$ cat config.mk
export PLATFORM = sky130hd
export DESIGN_NAME = lzwd_emit
export DESIGN_NICKNAME = d
export VERILOG_FILES = /design/src/hw/rtl/lzwd_pkg.sv /design/src/hw/rtl/lzwd_emit.sv
export SDC_FILE = /design/constraint.sdc
export NUM_CORES = 1
export LEC_CHECK = 0
export ABC_AREA = 1
export BUFFER_PORTS_ARGS = -buffer_cell sky130_fd_sc_hd__buf_2
export CAP_MARGIN = 10
export CELL_PAD_IN_SITES_DETAIL_PLACEMENT = 1
export CELL_PAD_IN_SITES_GLOBAL_PLACEMENT = 1
export CORE_ASPECT_RATIO = 2
export CORE_MARGIN = 2
export CORE_UTILIZATION = 40
export DETAILED_ROUTE_END_ITERATION = 16
export GPL_TIMING_DRIVEN = 0
export MAX_ROUTING_LAYER = met4
export PLACE_DENSITY_LB_ADDON = 0.1
export SYNTH_ARGS = -nofsm -noshare
export SYNTH_HDL_FRONTEND = slang
export SYNTH_SLANG_ARGS = --single-unit
$ cat constraint.sdc
create_clock -name i_clk -period 3.6 [get_ports i_clk]
set_input_delay 0.18 -clock i_clk [delete_from_list [all_inputs] [get_ports i_clk]]
set_output_delay 0.18 -clock i_clk [all_outputs]
set_load 0.05 [all_outputs]
$ cat src/hw/rtl/lzwd_pkg.sv
// ---------------------------------------------------------------------------
// LZW code decoder package
// Shared constants and types for the LZW code decoder.
// ---------------------------------------------------------------------------
package lzwd_pkg;

    localparam int LITERALS = 256;
    localparam int BYTE_W   = 8;

    typedef enum logic [1:0] {
        ST_IDLE,
        ST_LOOK,
        ST_FETCH,
        ST_WALK
    } t_state;

    typedef struct packed {
        logic start;
        logic err;
    } t_emit_cmd;

endpackage

$ cat src/hw/rtl/lzwd_emit.sv
// ---------------------------------------------------------------------------
// LZW decoder string output stage
// Holds the decoded string in a byte buffer and plays it out, first byte
// first, through a registered read stage and an output register.
// ---------------------------------------------------------------------------
module lzwd_emit
    import lzwd_pkg::*;
#(
    parameter int MAX_STRING = 64,
    parameter int LEN_W      = 7
) (
    input  logic                          i_clk,
    input  logic                          i_rst_n,
    input  t_emit_cmd                     i_cmd,
    input  logic [LEN_W-1:0]              i_len,
    input  logic                          i_wr_en,
    input  logic [$clog2(MAX_STRING)-1:0] i_wr_addr,
    input  logic [BYTE_W-1:0]             i_wr_byte,
    output logic                          o_busy,
    output logic                          o_out_valid,
    input  logic                          i_out_stall,
    output logic [BYTE_W-1:0]             o_data_byte,
    output logic                          o_last,
    output logic                          o_error
);

    localparam int IDX_W = $clog2(MAX_STRING);

    logic [BYTE_W-1:0] r_buf [MAX_STRING];
    logic [BYTE_W-1:0] r_brd;
    logic              r_busy;
    logic              r_err;
    logic [LEN_W-1:0]  r_len;
    logic [IDX_W-1:0]  r_k;
    logic              r_rv;
    logic              r_rerr;
    logic              r_rlast;
    logic              r_ov;
    logic [BYTE_W-1:0] r_ob;
    logic              r_olast;
    logic              r_oerr;

    logic load_out;
    logic issue;
    logic is_last;

    assign load_out = r_rv && (!r_ov || !i_out_stall);
    assign issue    = r_busy && (!r_rv || load_out);
    assign is_last  = r_err || ((LEN_W'(r_k) + LEN_W'(1)) == r_len);

    always_ff @(posedge i_clk) begin
        if (!i_rst_n) begin
            r_busy <= 1'b0;
            r_rv   <= 1'b0;
            r_ov   <= 1'b0;
        end else begin
            if (issue) begin
                r_rv <= 1'b1;
                if (is_last) begin
                    r_busy <= 1'b0;
                end
            end else if (load_out) begin
                r_rv <= 1'b0;
            end
            if (i_cmd.start) begin
                r_busy <= 1'b1;
            end
            if (load_out) begin
                r_ov <= 1'b1;
            end else if (!i_out_stall) begin
                r_ov <= 1'b0;
            end
        end
    end

    always_ff @(posedge i_clk) begin
        if (i_cmd.start) begin
            r_err <= i_cmd.err;
            r_len <= i_len;
            r_k   <= '0;
        end else if (issue) begin
            r_k <= r_k + IDX_W'(1);
        end
        if (issue) begin
            r_rerr  <= r_err;
            r_rlast <= is_last;
        end
        if (load_out) begin
            r_ob    <= r_rerr ? '0 : r_brd;
            r_olast <= r_rlast;
            r_oerr  <= r_rerr;
        end
    end

    always_ff @(posedge i_clk) begin
        if (i_wr_en) begin
            r_buf[i_wr_addr] <= i_wr_byte;
        end
        if (issue) begin
            r_brd <= r_buf[r_k];
        end
    end

    assign o_busy      = r_busy;
    assign o_out_valid = r_ov;
    assign o_data_byte = r_ob;
    assign o_last      = r_olast;
    assign o_error     = r_oerr;

endmodule

==> impl_results.md <==
- Final setup TNS: 0 ps
- Clock slew at reported path FFs: 70 ps
- Number of synthesized flops with an enable pin: 540
- Final Max Tran Viols: 0
- RSZ-0062 raised after global routing: false
- Crit path DAT: 3620 ps
- Gate Count Post-Synth: 1758
- FMAX: 312 MHz
- Syn_area_per_cell: 12.4 um^2
- Routed length per instance: 30.1 um
- Critical path peak fanout: 10
- Initial core utilization: 40.4%
- Floorplan core area: 54200 um^2
- Die ar.: 56700 um^2
- Count leader, synth: edfxtp_1
- Final WL: 77600 um
- Filler Cell Count: 5664
- GRT Util Overall: 28.5%
- Dpl hpwl: 55300 um
- Synth-to-Final Area Change: 13.5%
- Gpl congestion: 0.953
- Skew final: 20.0 ps
- CP Capture Type: flop
- Ys async rst share: 0%
- Worst-margin pin slew: 1180 ps
- Yosys top cell area share: 74.1%
- Kind of start point of the critical path: flop
- Clock sink count: 549
- WP data required: 4010 ps
- Synth area leaders: edfxtp_1 74%, nor2_1 6.1%, o21ai_0 5.7%, o22ai_1 3.7%, nand2_1 3.2%
- Initial DRC count: 1018
- Worst r2r path cells: 11
- Crit path time final: 3210 ps
- P_leak: 8.20 nW
- Total I/O pin count: 39
- Cell Pwr Density: 558 nW/um^2
- Status: completed
- Width of the die: 169 um
- Root Driver: clkbuf_16
- Synth warn: 0
- CTS tree: built
- Most used DFF post-synth: edfxtp_1
- Hold Path Class: in -> reg
- CTS H-tree depth: 2
- Post-synthesis cell area: 21900 um^2
- Final Cycle Share: 89.0%
- Final hold violations: 0
- Commonest cells post-synth: 540 x edfxtp_1, 358 x nor2_1, 249 x o21ai_0, 184 x nand2_1, 128 x o22ai_1
- Yosys cell types: 23
- Vias in the first global route: 15.8k
- Rel. slew slack: 21.2%
- Setup CP Type: reg -> reg
- Post-DP Area: 23100 um^2
- Via-to-Cell Ratio: 5.77
- WHS Path Cells: 1
- Max cap viols: 0
- Port-buffer cells: 34
- Final instance area: 24800 um^2
- Number of routed nets with antenna violations: 0
- Die height: 335 um
- Global-route wire length before repair: 111000 um
- WHS: 39.5 ps
- Worst vdd ir: 0.000446 V
- Most area-hungry cell type in the Yosys netlist: edfxtp_1
- FF+latch count, synth: 549
- Site Rows: 121
- Synthesized Nets: 1786
- Drt pass-1 iters: 5
- Global route overflow: 0
- Sequential fraction of the synthesis area: 74.9%
- Post-route DRC violation count: 0
- Final nets: 1896
- Share of layout cells above drive strength 1: 8.77%
- CTS max path bufs: 3
- Initial antenna violation count: 1
- Largest net degree at the start of global routing: 65
- Postcts setup bufs: 0
- Vias: 14.9k
- TritonCTS Buffers: 49
- Final setup fails: 0
- Clk_lat worst skew: 600 ps
## path summary, 6_finish.rpt
kind                      from      endpoint  slack [ps]
setup / recovery        r_k[1]      r_brd[2]         390
hold / removal    i_wr_byte[0]  r_buf[10][0]          40
setup reg to reg        r_k[1]      r_brd[2]         390
hold reg to reg        r_rlast        o_last         440
## worst max-delay path: stages (launching register included)
cell and delay, ps:
dfxtp_1 450, inv_1 160, buf_2 430, clkbuf_1 520
o21ai_0 220, o22ai_1 280, nand2_1 150, nand3_1 230
nand2_1 90, nor2_1 210, nand2_1 80, nand2_1 200
## power breakdown
part / internal, mW / switching, mW / total, mW
Clock: 2.99 / 2.36 / 5.35
Sequential: 7.10 / 0.0304 / 7.13
Combinational: 0.319 / 1.05 / 1.37
Total: 10.4 / 3.44 / 13.8
## placed cells by master, fill, tap and decap left out, types with 4 or more instances in the layout
cell type        n
nand3_1         33
o21ai_1         46
buf_2           60
clkinv_1        16
buf_4           19
dfxtp_1          9
buf_12           5
o22ai_1        128
edfxtp_1       540
buf_6            4
o21ai_0        249
inv_1           33
clkbuf_16       49
nor2_1         358
dlygate4sd3_1   11
buf_1            6
bufinv_16        7
nor4_2           8
clkinv_2        11
nand2_1        184
a21oi_1         41
nand4_1          9
clkbuf_1        72
## metrics by stage
stage | total power, mW | cells | worst slack, ps | utilization [%]
final | 13.8 | 2582 | 395 | 45.8
after floorplan | 7.92 | 1758 | 1650 | -
after detailed placement | 8.62 | 2481 | 452 | 42.7
after global placement | 8.57 | 2468 | 299 | 42.2
after global routing | 14.2 | 2581 | 302 | 45.8
after CTS | 13.9 | 2580 | 428 | 45.8
## layer usage
metal	global-route usage (%)	wire (um)	vias up
li1	-	-	6620
met1	29.1	26900	7657
met2	52.0	42300	423
met3	2.84	2680	195
met4	17.6	5700	0
met5	-	0	-
## what timing repair did
item | 4_1_cts | 5_1_grt
endpoints found under the hold margin | 19 | 0
hold buffers | 11 | 0
resized for setup | 0 | 0
## logic make-up (layout without fill, tap and decap cells)
kind of cell,count (synthesis),in the layout,share of synthesized area [%]
AND/OR/NAND/NOR,594,594,10.6
flip-flops,549,549,74.9
adder cells (fa/ha/maj),1,1,0.0572
other,0,1,0
AO/OA/AOI/OAI,465,465,11.4
buffers and inverters,149,296,2.99
## sequential cells by signal, summed over array words and instances, names as in the netlist
| name | flops |
|---|---|
| r_len | 7 |
| r_err | 1 |
| o_out_valid | 1 |
| o_last | 1 |
| r_rlast | 1 |
| r_buf | 512 |
| r_brd | 8 |
| r_k | 6 |
| o_data_byte | 8 |
| o_error | 1 |
| o_busy | 1 |
| r_rerr | 1 |
| r_rv | 1 |
## layout make-up
class | count | area, um^2 | area share, %
clock inverters | 32 | 323 | 1.30
inverters | 37 | 141 | 0.569
repair buffers | 59 | 479 | 1.93
multi-input cells | 1060 | 4880 | 19.6
flip-flops and latches | 549 | 16400 | 66.0
diodes | 1 | 2.50 | 0.0101
clock buffers | 56 | 1250 | 5.04
plain buffers | 112 | 513 | 2.07
well taps | 676 | 846 | 3.41
(Power assumes the default switching activity.)
